[src/design/assert_macros.svh]
// assertion macros used by the scheduler engine (dbfs_engine)
// expects clk and rst_n in the scope of each use
`ifndef ASSERT_MACROS_SVH
`define ASSERT_MACROS_SVH

`ifndef SYNTH
`define ASSERT_ALWAYS(lbl, expr, msg) \
  lbl: assert property (@(posedge clk) disable iff (!rst_n) (expr)) else $error(msg);
`define ASSERT_IMPL(lbl, ante, cons, msg) \
  lbl: assert property (@(posedge clk) disable iff (!rst_n) (ante) |-> (cons)) else $error(msg);
`else
`define ASSERT_ALWAYS(lbl, expr, msg)
`define ASSERT_IMPL(lbl, ante, cons, msg)
`endif

`endif

[src/design/dbfs_pkg.sv]
`timescale 1ns / 1ps
// types and constants of the double buffer frame scheduler
// used by every module of the block, depends on nothing
package dbfs_pkg;

  localparam logic [15:0] MAX_FRAME_BYTES = 16'd512;

  localparam int IN_TDATA_W  = 56;
  localparam int OUT_TDATA_W = 168;

  // sticky status bit positions
  localparam int BIT_SWEEP_LATE = 0;
  localparam int BIT_TICK_LATE  = 1;
  localparam int BIT_TX_BUSY    = 2;
  localparam int BIT_TX_ERROR   = 3;

  typedef enum logic [3:0] {
    EV_CLAIM       = 4'd0,
    EV_PUBLISH     = 4'd1,
    EV_TICK        = 4'd2,
    EV_TX_STARTED  = 4'd3,
    EV_START_FAIL  = 4'd4,
    EV_TX_DONE     = 4'd5,
    EV_TX_ERROR    = 4'd6,
    EV_RECOV_BEGIN = 4'd7,
    EV_RECOV_DONE  = 4'd8
  } event_t;

  typedef enum logic [1:0] {
    ST_FREE     = 2'd0,
    ST_BUILDING = 2'd1,
    ST_READY    = 2'd2,
    ST_SENDING  = 2'd3
  } slot_st_t;

  typedef struct packed {
    event_t      mode;
    logic [1:0]  buffer_slot;
    logic [15:0] frame_length;
    logic [31:0] tick_periods;
    logic        tx_enable;
  } item_t;

  typedef struct packed {
    logic        ok;
    logic        granted_slot;
    logic [31:0] granted_sequence;
    logic [3:0]  status_bits;
    logic [31:0] overrun_count;
    logic [31:0] error_count;
    logic [31:0] missed_count;
    logic [31:0] sent_count;
    logic        sending_valid;
    logic        sending_slot;
  } result_t;

endpackage

[src/design/double_buffer_frame_scheduler_core.sv]
`timescale 1ns / 1ps
// top level of the double buffer frame scheduler
// depends on dbfs_pkg, dbfs_in_reg, dbfs_engine and dbfs_out_reg
//
//  channel | ports                          | carries
//  --------+--------------------------------+--------------------------------
//  in      | in_tvalid in_tready in_tdata   | one event item, kind in tuser
//          | in_tuser                       |
//  out     | out_tvalid out_tready out_tdata| one result item per event
//
// one item per cycle sustained while out_tready is high; each item passes
// the input register, then event logic into the result register (out_tvalid)
// synchronous active-low reset clears both valid flags and the scheduler state
// a stalled output holds its item while one more item waits in the input register
module double_buffer_frame_scheduler_core import dbfs_pkg::*; (
  input  logic                   clk,
  input  logic                   rst_n,
  input  logic                   in_tvalid,
  output logic                   in_tready,
  // [1:0] buffer_slot, [17:2] frame_length, [49:18] tick_periods,
  // [50] tx_enable, [55:51] zero
  input  logic [IN_TDATA_W-1:0]  in_tdata,
  // [3:0] mode
  input  logic [3:0]             in_tuser,
  output logic                   out_tvalid,
  input  logic                   out_tready,
  // [0] ok, [1] granted_slot, [33:2] granted_sequence, [37:34] status_bits,
  // [69:38] overrun_count, [101:70] error_count, [133:102] missed_count,
  // [165:134] sent_count, [166] sending_valid, [167] sending_slot
  output logic [OUT_TDATA_W-1:0] out_tdata
);

  logic    item_valid;
  logic    result_space;
  item_t   item;
  result_t result;
  logic    advance;

  assign advance = item_valid && result_space;

  dbfs_in_reg u_in_reg (
    .clk        (clk),
    .rst_n      (rst_n),
    .in_tvalid  (in_tvalid),
    .in_tready  (in_tready),
    .in_tdata   (in_tdata),
    .in_tuser   (in_tuser),
    .advance    (advance),
    .item_valid (item_valid),
    .item       (item)
  );

  dbfs_engine u_engine (
    .clk     (clk),
    .rst_n   (rst_n),
    .advance (advance),
    .item    (item),
    .result  (result)
  );

  dbfs_out_reg u_out_reg (
    .clk        (clk),
    .rst_n      (rst_n),
    .load       (advance),
    .result     (result),
    .space      (result_space),
    .out_tvalid (out_tvalid),
    .out_tready (out_tready),
    .out_tdata  (out_tdata)
  );

endmodule

[src/design/dbfs_in_reg.sv]
`timescale 1ns / 1ps
// input register of the scheduler: unpacks the stream and holds one item
// depends on dbfs_pkg
module dbfs_in_reg import dbfs_pkg::*; (
  input  logic                  clk,
  input  logic                  rst_n,
  input  logic                  in_tvalid,
  output logic                  in_tready,
  input  logic [IN_TDATA_W-1:0] in_tdata,
  input  logic [3:0]            in_tuser,
  input  logic                  advance,
  output logic                  item_valid,
  output item_t                 item
);

  logic  valid_r;
  logic  valid_nxt;
  item_t item_r;
  logic  take;

  assign in_tready = !valid_r || advance;
  assign take      = in_tvalid && in_tready;

  always_comb begin
    valid_nxt = valid_r;
    if (take) begin
      valid_nxt = 1'b1;
    end else if (advance) begin
      valid_nxt = 1'b0;
    end
  end

  always_ff @(posedge clk) begin
    if (!rst_n) begin
      valid_r <= 1'b0;
    end else begin
      valid_r <= valid_nxt;
    end
  end

  always_ff @(posedge clk) begin
    if (take) begin
      item_r.mode         <= event_t'(in_tuser);
      item_r.buffer_slot  <= in_tdata[1:0];
      item_r.frame_length <= in_tdata[17:2];
      item_r.tick_periods <= in_tdata[49:18];
      item_r.tx_enable    <= in_tdata[50];
    end
  end

  assign item_valid = valid_r;
  assign item       = item_r;

endmodule

[src/design/dbfs_engine.sv]
`timescale 1ns / 1ps
// scheduler state and the single-pass event logic
// depends on dbfs_pkg and assert_macros.svh
`include "assert_macros.svh"
module dbfs_engine import dbfs_pkg::*; (
  input  logic    clk,
  input  logic    rst_n,
  input  logic    advance,
  input  item_t   item,
  output result_t result
);

  slot_st_t    slot_state_r [2];
  slot_st_t    slot_state_nxt [2];
  logic [31:0] slot_seq_r [2];
  logic [31:0] slot_seq_nxt [2];
  logic [31:0] cur_period_r, cur_period_nxt;
  logic [31:0] req_period_r, req_period_nxt;
  logic        act_valid_r, act_valid_nxt;
  logic        act_idx_r, act_idx_nxt;
  logic        recov_pend_r, recov_pend_nxt;
  logic        recovering_r, recovering_nxt;
  logic        start_conf_r, start_conf_nxt;
  logic [3:0]  sticky_r, sticky_nxt;
  logic [31:0] overruns_r, overruns_nxt;
  logic [31:0] errors_r, errors_nxt;
  logic [31:0] missed_r, missed_nxt;
  logic [31:0] sent_r, sent_nxt;

  logic        dup;
  logic        pub_slot;
  logic        pub_bad;
  logic [31:0] cur_sum;
  logic [1:0]  fresh;
  logic        have_ready;
  logic        ready_idx;
  logic [31:0] act_dist;
  logic        recov_tick;
  logic        go;

  // claim is refused if the requested period already owns a live buffer
  always_comb begin
    dup = 1'b0;
    for (int s = 0; s < 2; s++) begin
      if ((slot_state_r[s] == ST_BUILDING || slot_state_r[s] == ST_READY) &&
          slot_seq_r[s] == req_period_r) begin
        dup = 1'b1;
      end
    end
  end

  assign pub_slot = item.buffer_slot[0];
  assign pub_bad  = (slot_seq_r[pub_slot] != req_period_r) ||
                    (item.frame_length == 16'd0) ||
                    (item.frame_length > MAX_FRAME_BYTES);

  assign cur_sum = cur_period_r + item.tick_periods;

  always_comb begin
    for (int s = 0; s < 2; s++) begin
      fresh[s] = (slot_state_r[s] == ST_READY) && (slot_seq_r[s] == cur_sum);
    end
  end

  assign have_ready = fresh[0] || fresh[1];
  // the higher slot wins when both are fresh
  assign ready_idx  = fresh[1];
  assign act_dist   = cur_sum - slot_seq_r[act_idx_r];
  assign recov_tick = recov_pend_r || (act_valid_r && (act_dist >= 32'd2));
  assign go = !act_valid_r && !recov_tick && !recovering_r && item.tx_enable &&
              have_ready;

  always_comb begin
    slot_state_nxt = slot_state_r;
    slot_seq_nxt   = slot_seq_r;
    cur_period_nxt = cur_period_r;
    req_period_nxt = req_period_r;
    act_valid_nxt  = act_valid_r;
    act_idx_nxt    = act_idx_r;
    recov_pend_nxt = recov_pend_r;
    recovering_nxt = recovering_r;
    start_conf_nxt = start_conf_r;
    sticky_nxt     = sticky_r;
    overruns_nxt   = overruns_r;
    errors_nxt     = errors_r;
    missed_nxt     = missed_r;
    sent_nxt       = sent_r;
    result         = '0;

    unique case (item.mode)
      EV_CLAIM: begin
        if (!recov_pend_r && !recovering_r && !dup) begin
          if (slot_state_r[0] == ST_FREE) begin
            slot_seq_nxt[0]         = req_period_r;
            slot_state_nxt[0]       = ST_BUILDING;
            result.ok               = 1'b1;
            result.granted_sequence = req_period_r;
          end else if (slot_state_r[1] == ST_FREE) begin
            slot_seq_nxt[1]         = req_period_r;
            slot_state_nxt[1]       = ST_BUILDING;
            result.ok               = 1'b1;
            result.granted_slot     = 1'b1;
            result.granted_sequence = req_period_r;
          end
        end
      end
      EV_PUBLISH: begin
        if (!item.buffer_slot[1] && slot_state_r[pub_slot] == ST_BUILDING) begin
          if (pub_bad) begin
            slot_state_nxt[pub_slot]   = ST_FREE;
            overruns_nxt               = overruns_r + 32'd1;
            sticky_nxt[BIT_SWEEP_LATE] = 1'b1;
          end else begin
            slot_state_nxt[pub_slot] = ST_READY;
            result.ok                = 1'b1;
          end
        end
      end
      EV_TICK: begin
        if (item.tick_periods != 32'd0) begin
          cur_period_nxt = cur_sum;
          req_period_nxt = cur_sum + 32'd1;
          if (item.tick_periods > 32'd1 || !item.tx_enable) begin
            sticky_nxt[BIT_TICK_LATE] = 1'b1;
          end
          // stale ready buffers are dropped
          for (int s = 0; s < 2; s++) begin
            if (slot_state_r[s] == ST_READY && !fresh[s]) begin
              slot_state_nxt[s] = ST_FREE;
            end
          end
          if (act_valid_r) begin
            sticky_nxt[BIT_TX_BUSY] = 1'b1;
          end
          recov_pend_nxt = recov_tick;
          missed_nxt = missed_r + item.tick_periods - {31'd0, go};
          if (go) begin
            slot_state_nxt[ready_idx] = ST_SENDING;
            act_valid_nxt             = 1'b1;
            act_idx_nxt               = ready_idx;
            start_conf_nxt            = 1'b0;
            result.ok                 = 1'b1;
            result.granted_slot       = ready_idx;
          end else begin
            if (have_ready) begin
              slot_state_nxt[ready_idx] = ST_FREE;
            end
            if (!have_ready && !act_valid_r && !recov_tick && item.tx_enable) begin
              sticky_nxt[BIT_SWEEP_LATE] = 1'b1;
            end
          end
        end
      end
      EV_TX_STARTED: begin
        if (act_valid_r) begin
          start_conf_nxt = 1'b1;
        end
      end
      EV_START_FAIL: begin
        errors_nxt               = errors_r + 32'd1;
        missed_nxt               = missed_r + 32'd1;
        sticky_nxt[BIT_TX_ERROR] = 1'b1;
        recov_pend_nxt           = 1'b1;
      end
      EV_TX_DONE: begin
        if (act_valid_r) begin
          slot_state_nxt[act_idx_r] = ST_FREE;
          act_valid_nxt             = 1'b0;
          if (start_conf_r) begin
            sent_nxt = sent_r + 32'd1;
          end
          start_conf_nxt = 1'b0;
        end
      end
      EV_TX_ERROR: begin
        errors_nxt               = errors_r + 32'd1;
        sticky_nxt[BIT_TX_ERROR] = 1'b1;
        recov_pend_nxt           = 1'b1;
      end
      EV_RECOV_BEGIN: begin
        recovering_nxt = 1'b1;
      end
      EV_RECOV_DONE: begin
        if (act_valid_r) begin
          slot_state_nxt[act_idx_r] = ST_FREE;
        end
        act_valid_nxt  = 1'b0;
        recov_pend_nxt = 1'b0;
        recovering_nxt = 1'b0;
        start_conf_nxt = 1'b0;
      end
      default: begin
      end
    endcase

    result.status_bits   = sticky_nxt;
    result.overrun_count = overruns_nxt;
    result.error_count   = errors_nxt;
    result.missed_count  = missed_nxt;
    result.sent_count    = sent_nxt;
    result.sending_valid = act_valid_nxt;
    result.sending_slot  = act_valid_nxt && act_idx_nxt;
  end

  always_ff @(posedge clk) begin
    if (!rst_n) begin
      slot_state_r[0] <= ST_FREE;
      slot_state_r[1] <= ST_FREE;
      slot_seq_r[0]   <= 32'd0;
      slot_seq_r[1]   <= 32'd0;
      cur_period_r    <= 32'd0;
      req_period_r    <= 32'd1;
      act_valid_r     <= 1'b0;
      act_idx_r       <= 1'b0;
      recov_pend_r    <= 1'b0;
      recovering_r    <= 1'b0;
      start_conf_r    <= 1'b0;
      sticky_r        <= 4'd0;
      overruns_r      <= 32'd0;
      errors_r        <= 32'd0;
      missed_r        <= 32'd0;
      sent_r          <= 32'd0;
    end else if (advance) begin
      slot_state_r <= slot_state_nxt;
      slot_seq_r   <= slot_seq_nxt;
      cur_period_r <= cur_period_nxt;
      req_period_r <= req_period_nxt;
      act_valid_r  <= act_valid_nxt;
      act_idx_r    <= act_idx_nxt;
      recov_pend_r <= recov_pend_nxt;
      recovering_r <= recovering_nxt;
      start_conf_r <= start_conf_nxt;
      sticky_r     <= sticky_nxt;
      overruns_r   <= overruns_nxt;
      errors_r     <= errors_nxt;
      missed_r     <= missed_nxt;
      sent_r       <= sent_nxt;
    end
  end

  // the transmitter owns exactly the active slot
  `ASSERT_IMPL(a_active_sending, act_valid_r, slot_state_r[act_idx_r] == ST_SENDING, "active slot not sending")
  `ASSERT_IMPL(a_idle_no_sending, !act_valid_r, slot_state_r[0] != ST_SENDING && slot_state_r[1] != ST_SENDING, "slot sending without owner")
  `ASSERT_ALWAYS(a_period_link, req_period_r == cur_period_r + 32'd1, "requested period out of step")

endmodule

[src/design/dbfs_out_reg.sv]
`timescale 1ns / 1ps
// result register of the scheduler: holds one packed result until taken
// depends on dbfs_pkg
module dbfs_out_reg import dbfs_pkg::*; (
  input  logic                   clk,
  input  logic                   rst_n,
  input  logic                   load,
  input  result_t                result,
  output logic                   space,
  output logic                   out_tvalid,
  input  logic                   out_tready,
  output logic [OUT_TDATA_W-1:0] out_tdata
);

  logic                   valid_r;
  logic                   valid_nxt;
  logic [OUT_TDATA_W-1:0] data_r;

  assign space = !valid_r || out_tready;

  always_comb begin
    valid_nxt = valid_r;
    if (load) begin
      valid_nxt = 1'b1;
    end else if (out_tready) begin
      valid_nxt = 1'b0;
    end
  end

  always_ff @(posedge clk) begin
    if (!rst_n) begin
      valid_r <= 1'b0;
    end else begin
      valid_r <= valid_nxt;
    end
  end

  always_ff @(posedge clk) begin
    if (load) begin
      data_r <= {result.sending_slot, result.sending_valid, result.sent_count,
                 result.missed_count, result.error_count, result.overrun_count,
                 result.status_bits, result.granted_sequence, result.granted_slot,
                 result.ok};
    end
  end

  assign out_tvalid = valid_r;
  assign out_tdata  = data_r;

endmodule
[config.mk]
export PLATFORM = sky130hd
export DESIGN_NAME = double_buffer_frame_scheduler_core
export DESIGN_NICKNAME = d
export VERILOG_FILES = /design/src/design/dbfs_pkg.sv /design/src/design/double_buffer_frame_scheduler_core.sv /design/src/design/dbfs_in_reg.sv /design/src/design/dbfs_engine.sv /design/src/design/dbfs_out_reg.sv
export VERILOG_INCLUDE_DIRS = /design/src /design/src/design
export SDC_FILE = /design/constraint.sdc
export NUM_CORES = 1
export LEC_CHECK = 0
export ABC_CLOCK_PERIOD_IN_PS = 6900
export BUFFER_PORTS_ARGS = -buffer_cell sky130_fd_sc_hd__buf_2
export CAP_MARGIN = 30
export CORE_MARGIN = 2
export CORE_UTILIZATION = 25
export CTS_CLUSTER_SIZE = 40
export DETAILED_ROUTE_END_ITERATION = 10
export PLACE_DENSITY = 0.37
export SYNTH_ARGS = -nofsm -noshare
export SYNTH_HDL_FRONTEND = slang
export SYNTH_SLANG_ARGS = --single-unit
[constraint.sdc]
create_clock -name clk -period 6.9 [get_ports clk]
set_clock_uncertainty 0.05 [all_clocks]
set_input_delay 0.345 -clock clk [delete_from_list [all_inputs] [get_ports clk]]
set_output_delay 0.345 -clock clk [all_outputs]
set_load 0.005 [all_outputs]
==> results of run 1 <==
==> flip-flops by register name, indices dropped and copies added (netlist names), 32 cells and up <==
register / flops
u_engine.slot_seq_r: 64
u_engine.overruns_r: 32
u_engine.cur_period_r: 32
u_engine.missed_r: 32
u_in_reg.item: 55
u_out_reg.out_tdata: 168
u_engine.errors_r: 32
u_engine.req_period_r: 32
u_engine.sent_r: 32
==> stage by stage <==
step / std cells / hold slack [ns] / cell area, sq um
6_report: 5704 / 0.151 / 39600
5_1_grt: 5702 / 0.170 / 39600
4_1_cts: 5700 / 0.124 / 39300
3_5_place_dp: 5516 / 0.401 / 36300
3_3_place_gp: 5514 / 0.397 / 36300
2_1_floorplan: 3483 / 0.381 / 31100
==> worst reg2reg max path, delay by kind of cell (launching register included) <==
kind                       cells  cell delay, ns
adders and majority gates      5            1.39
xor gates and xnor gates       2            0.32
AOI/OAI and AO/OA             10            1.47
DFF                            1            0.39
and+or+nand+nor               11            2.28
buffers and inverters          6            0.64
==> kinds of logic after synthesis <==
family	Yosys count	synth area share (%)
AOI/OAI and AO/OA	694	14.7
xor gates and xnor gates	393	12.0
adders and majority gates	137	5.58
buffers and inverters	388	4.86
DFF	494	39.0
muxes	122	3.95
and+or+nand+nor	1255	19.9
==> final cells by class <==
class	count	area share, %
repair buffers	648	11.3
clock inverters	39	1.24
well taps	1637	5.17
flip-flops and latches	494	30.6
clock buffers	85	4.67
diodes	2	0.0126
inverters	198	1.92
multi-input cells	2601	45.1
==> worst paths after layout <==
check	startpoint	end	slack, ns
worst max-delay path	u_in_reg.item[1]$_DFFE_PP_	u_engine.missed_r[22]$_SDFFE_PN0P_	0.24
worst min-delay path	rst_n	u_engine.recovering_r$_SDFFE_PN0P_	0.15
worst max register to register	u_in_reg.item[1]$_DFFE_PP_	u_engine.missed_r[22]$_SDFFE_PN0P_	0.24
worst min register to register	u_engine.cur_period_r[14]$_SDFFE_PN0P_	u_engine.cur_period_r[14]$_SDFFE_PN0P_	0.41
==> cell usage in the layout (no fill, tap or decap), drive strengths merged, types with 17 or more instances in the layout <==
cell type    count
nand4           75
nor2b           17
nor2           386
nor4            52
buf            590
and2            58
nand2b          22
dfxtp          271
o211ai          21
a211oi          68
clkbuf          85
clkinv          21
a21oi          212
nand3          108
mux2i          116
and3            50
ha             133
edfxtp         223
or3             58
xnor2          219
dlygate4sd3     58
nand2          272
a21o            37
o21ai          150
nor3            64
o21a            24
xor2           157
inv            201
==> routing by layer <==
metal / vias up / part of all wire, %
met5: - / 0
met4: 0 / 2.4
met3: 122 / 4.0
met2: 579 / 46
met1: 13300 / 48
li1: 13500 / -
==> where the power goes <==
group          leakage (nW)  internal, mW  total, mW  switching, mW
sequential             4.28          3.15       3.21         0.0601
clock                  1.13          2.28       3.73           1.45
combinational          10.4         0.523       1.26          0.741
total                  15.8          5.95       8.20           2.25
==> timing repair <==
action / in CTS / in global routing
setup buffers: 2 / 2
resized for setup: 18 / 67
cloned: 0 / 0
hold buffers: 58 / 0
endpoints found under the setup margin: 42 / 47
hold endpoints to repair: 57 / 0
pin swaps: 8 / 34
==> reports/summary.txt, run 1 <==
Post-synth EDFFs: 223
crit-path max FO: 2
final hold vios: 0
Async SR Flop Fraction: 0%
setup TNS: 0 ns
Place WS: -0.325 ns
Post-Synthesis Cells: 3483
Worst Setup End Kind: flop
Nets: 4210
path type of the worst min-delay path: in2reg
largest area contributor in the netlist: edfxtp_1
Clock Latency Late Sink: 0.63 ns
first drt pass iteration count: 5
area of the multi-input gates: 0.0178 sq mm
WP depth: 34
CP max-delay cell: fa_2
DPL Wire Length: 97800 um
CTS clk-pin slew, worst paths: 0.06 ns
root buffer cell: clkbuf_16
CP top delay family: simple AND/OR/NAND/NOR gates
Die W: 357 um
number of CTS-inserted buffers: 67
CTS tree: yes
input/output buffers: 228
first-pass GRT wire length: 183000 um
synth top area cells: edfxtp_1 22%, dfxtp_1 17%, xnor2_1 6.1%
endpoints failing setup: 0
commonest cells in the netlist: 385 x nor2_1, 272 x nand2_1, 271 x dfxtp_1, 223 x edfxtp_1, 215 x xnor2_1
CP dominant cell by count: buf_4
Leak Pwr: 15.8 nW
register area share after synthesis: 39.0%
dominant synthesized flop cell: dfxtp_1
Crit path largest cell delay: 0.47 ns
Synth cell types: 105
Synth-to-Final Area Change: 27.4%
Worst Reg-to-Reg Cells: 34
Period Utilization, post-route: 96.6%
Iter 0 DRT Violations: 1877
setup ws final: 0.237 ns
initial antenna violation count: 3
syn_nets: 3683
Tot GR Track Use: 19.3%
share of the synthesized area in the top cell type: 21.6%
Setup CP Type: reg2reg
full die area: 0.127 sq mm
Final Power: 8.20 mW
Avg WL per Cell: 21.9 um
Most Crowded Layer GR: met2
Die Y: 357 um
Synth Register Bits: 494
Final GP Congestion: 0.935
num rows: 129
grt ovf: 0
grt met3 use: 2.31%
Worst slew margin: 36.8%
total core area: 0.123 sq mm
signal arrival time at the worst endpoint: 7.13 ns
status: completed
count leader, synth: nor2_1
IO Pins: 234
storage element area: 0.0121 sq mm
Pins Over Slew Limit: 0
worst slew pin tran: 0.940 ns
share of layout cells above drive strength 1: 20.4%
Clock Sinks: 494
Worst VDD drop: 0.176 mV
Worst Path Buf+Inv: 6
final core occ: 32.1%
starting density of the core: 25.2%
Hold Path Stages: 3
Synth warnings: 0
vias per inst: 4.82
antenna viol nets, final: 0
Vias: 27500
Crit path required time: 7.36 ns
fillers: 13000
vias in the first global route: 26500
total routed wirelength: 125000 um
met2 GRT Util: 31.0%
H-tree depth: 3
largest net degree at the start of global routing: 148
Synth Cell Area: 0.0311 sq mm
max-capacitance violation count: 0
minimum clock period: 6.66 ns
unrepaired setup endpoints after global routing: true
syn avg cell area: 8.92 sq um
clk buf depth: 3
Pwr Density: 207 mW/mm^2
f_max: 150 MHz
critical path launch point type: flop
residual DRC count: 0
GR Util met1: 27.2%
No activity file was read; power rests on OpenSTA's default activity.
==> inputs of run 2 (changes only) <==
--- a/config.mk
+++ b/config.mk
@@ -14,6 +14,8 @@
 export CTS_CLUSTER_SIZE = 40
 export DETAILED_ROUTE_END_ITERATION = 10
 export PLACE_DENSITY = 0.37
+export RECOVER_POWER = 100
 export SYNTH_ARGS = -nofsm -noshare
 export SYNTH_HDL_FRONTEND = slang
 export SYNTH_SLANG_ARGS = --single-unit
+export TNS_END_PERCENT = 30
==> run 2 against run 1 <==
Effect of this change: the flow now finishes with violations (capacitance limit, slew limit); combinational power barely moved; sequential share of layout area rose by 0.20 points; utilization fell by 0.21 points; sequential cell count did not move; first-iteration DRC count rose by 9.6%; critical endpoint unchanged; highest routed layer unchanged.
==> reports/summary.txt, run 2 (synthesized netlist as in run 1, its figures left out) <==
DPL Wire Length: 97800 um (unchanged)
worst slew pin tran: 2.83 ns (+1.89 ns)
CP max-delay cell: fa_2
num rows: 129 (unchanged)
critical path launch point type: flop
flop2flop setup slack: 0.24 ns (about the same)
max reg flops: 168 (unchanged)
total routed wirelength: 125000 um (about the same)
status: finished with violations
starting density of the core: 25.2% (unchanged)
Worst Reg-to-Reg Cells: 34 (unchanged)
Placed Cells: 5516 (unchanged)
commonest non-fill, non-tap cell in the layout: nor2_1
Clock Sinks: 494 (unchanged)
final core occ: 31.9% (-0.21 points)
CP dominant cell by count: buf_4
Vias: 27500 (+0.033%)
root buffer cell: clkbuf_16
largest net degree at the start of global routing: 148 (unchanged)
clk buf depth: 3 (unchanged)
Pins Over Slew Limit: 236 (+236)
Tot GR Track Use: 19.3% (unchanged)
Worst slew margin: -88.5% (-130 points)
first drt pass iteration count: 5 (unchanged)
r2r endpoint: u_engine.missed_r[22]$_SDFFE_PN0P_
unrepaired setup endpoints after global routing: true
Avg WL per Cell: 21.9 um (about the same)
CTS tree: yes
Leak Pwr: 15.3 nW (-3.0%)
vias per inst: 4.82 (about the same)
full die area: 0.127 sq mm (unchanged)
crit-path max FO: 2 (unchanged)
Hold Path Stages: 2 (-1)
H-tree depth: 3 (unchanged)
Crit path required time: 7.36 ns (about the same)
Setup CP Type: reg2reg
first-pass GRT wire length: 183000 um (unchanged)
f_max: 150 MHz (+0.10%)
IO Pins: 234 (unchanged)
Hold Startpoint: in_tdata[44]
Worst VDD drop: 0.176 mV (about the same)
Iter 0 DRT Violations: 2058 (+9.6%)
path type of the worst min-delay path: in2reg
Crit path largest cell delay: 0.47 ns (about the same)
share of layout cells above drive strength 1: 16.2% (-4.2 points)
Reg2Reg Launch Point: u_in_reg.item[1]$_DFFE_PP_
Final GP Congestion: 0.935 (unchanged)
grt ovf: 0 (unchanged)
Period Utilization, post-route: 96.5% (-0.099 points)
Worst Setup End Kind: flop
max-capacitance violation count: 7 (+7)
Pwr Density: 208 mW/mm^2 (+0.52%)
initial antenna violation count: 3 (unchanged)
Hold Path Sink: u_in_reg.item[27]$_DFFE_PP_
total core area: 0.123 sq mm (unchanged)
endpoints failing setup: 0 (unchanged)
number of CTS-inserted buffers: 67 (unchanged)
signal arrival time at the worst endpoint: 7.12 ns (about the same)
CTS clk-pin slew, worst paths: 0.06 ns (about the same)
Final Power: 8.19 mW (-0.14%)
antenna viol nets, final: 0 (unchanged)
input/output buffers: 228 (unchanged)
Die Y: 357 um (unchanged)
Synth-to-Final Area Change: 26.6%
Clock Latency Late Sink: 0.64 ns (about the same)
Nets: 4210 (unchanged)
vias in the first global route: 26500 (unchanged)
residual DRC count: 0 (unchanged)
final hold vios: 0 (unchanged)
minimum clock period: 6.66 ns (-0.00680 ns)
failing checks: capacitance limit, slew limit
fin cells: 5704 (unchanged)
most frequent cells in the layout: 382 x nor2_1, 347 x buf_4, 270 x nand2_1, 270 x dfxtp_1, 223 x edfxtp_1
Die W: 357 um (unchanged)
==> run 2: layer usage <==
layer | track usage, % | routed length, um | vias to the layer above
met5 | 0 | 0 | -
li1 | - | - | 13500
met4 | 5.27 | 3090 | 0
met2 | 31.0 | 57000 | 612
met3 | 2.31 | 5320 | 124
met1 | 27.2 | 59800 | 13200
==> run 2: per-stage QoR <==
stage	cell area, sq um	setup TNS (ns)	setup WS (ns)	hold WS (ns)
6_report	39300	0	0.244	0.368
5_1_grt	39300	-0.921	-0.106	0.357
4_1_cts	39300	0	0.0112	0.124
3_5_place_dp	36300	-7.15	-0.325	0.401
3_3_place_gp	36300	-9.46	-0.401	0.397
2_1_floorplan	31100	0	0.491	0.381
==> run 2: timing repair <==
action / CTS / global route
resized for setup: 18 / 67
hold endpoints to repair: 57 / 0
hold buffers: 58 / 0
endpoints found under the setup margin: 42 / 47
pin swaps: 8 / 34
buffers inserted: 2 / 2
==> run 2: cell type report <==
| type | instances | area [sq um] |
|---|---|---|
| Sequential cell | 494 | 12100 |
| Fill cell | 13100 | 84100 |
| Tap cell | 1637 | 2050 |
| Antenna cell | 2 | 5.00 |
| Inverter | 198 | 761 |
| Multi-Input combinational cell | 2601 | 17800 |
| Timing Repair Buffer | 648 | 4240 |
| Clock inverter | 39 | 492 |
| Clock buffer | 85 | 1850 |
==> run 2: worst max-delay path: cells and delay by family, from the launching register on <==
kind / cells / cell delay [ns]
and+or+nand+nor: 11 / 2.29
AOI/OAI and AO/OA: 10 / 1.47
adders and majority gates: 5 / 1.39
buffers and inverters: 6 / 0.64
DFF: 1 / 0.39
xor gates and xnor gates: 2 / 0.31
==> run 2: worst max path at each step <==
stage | slack [ns] | cells after the start | start | end
6_report | 0.24 | 34 | u_in_reg.item[1]$_DFFE_PP_ | u_engine.missed_r[22]$_SDFFE_PN0P_
5_1_grt | -0.11 | 31 | u_in_reg.item[1]$_DFFE_PP_ | u_out_reg.out_tdata[127]$_DFFE_PP_
4_1_cts | 0.01 | 32 | u_in_reg.item[18]$_DFFE_PP_ | u_engine.missed_r[22]$_SDFFE_PN0P_
3_5_place_dp | -0.33 | 32 | u_in_reg.item[1]$_DFFE_PP_ | u_engine.missed_r[21]$_SDFFE_PN0P_
3_3_place_gp | -0.40 | 31 | u_in_reg.item[1]$_DFFE_PP_ | u_out_reg.out_tdata[127]$_DFFE_PP_
2_1_floorplan | 0.49 | 30 | u_in_reg.item[1]$_DFFE_PP_ | u_engine.missed_r[25]$_SDFFE_PN0P_
==> run 2: power by group <==
group	total (mW)	switching (mW)	internal [mW]
combinational	1.25	0.740	0.511
clock	3.73	1.45	2.28
sequential	3.21	0.0611	3.15
total	8.19	2.25	5.94
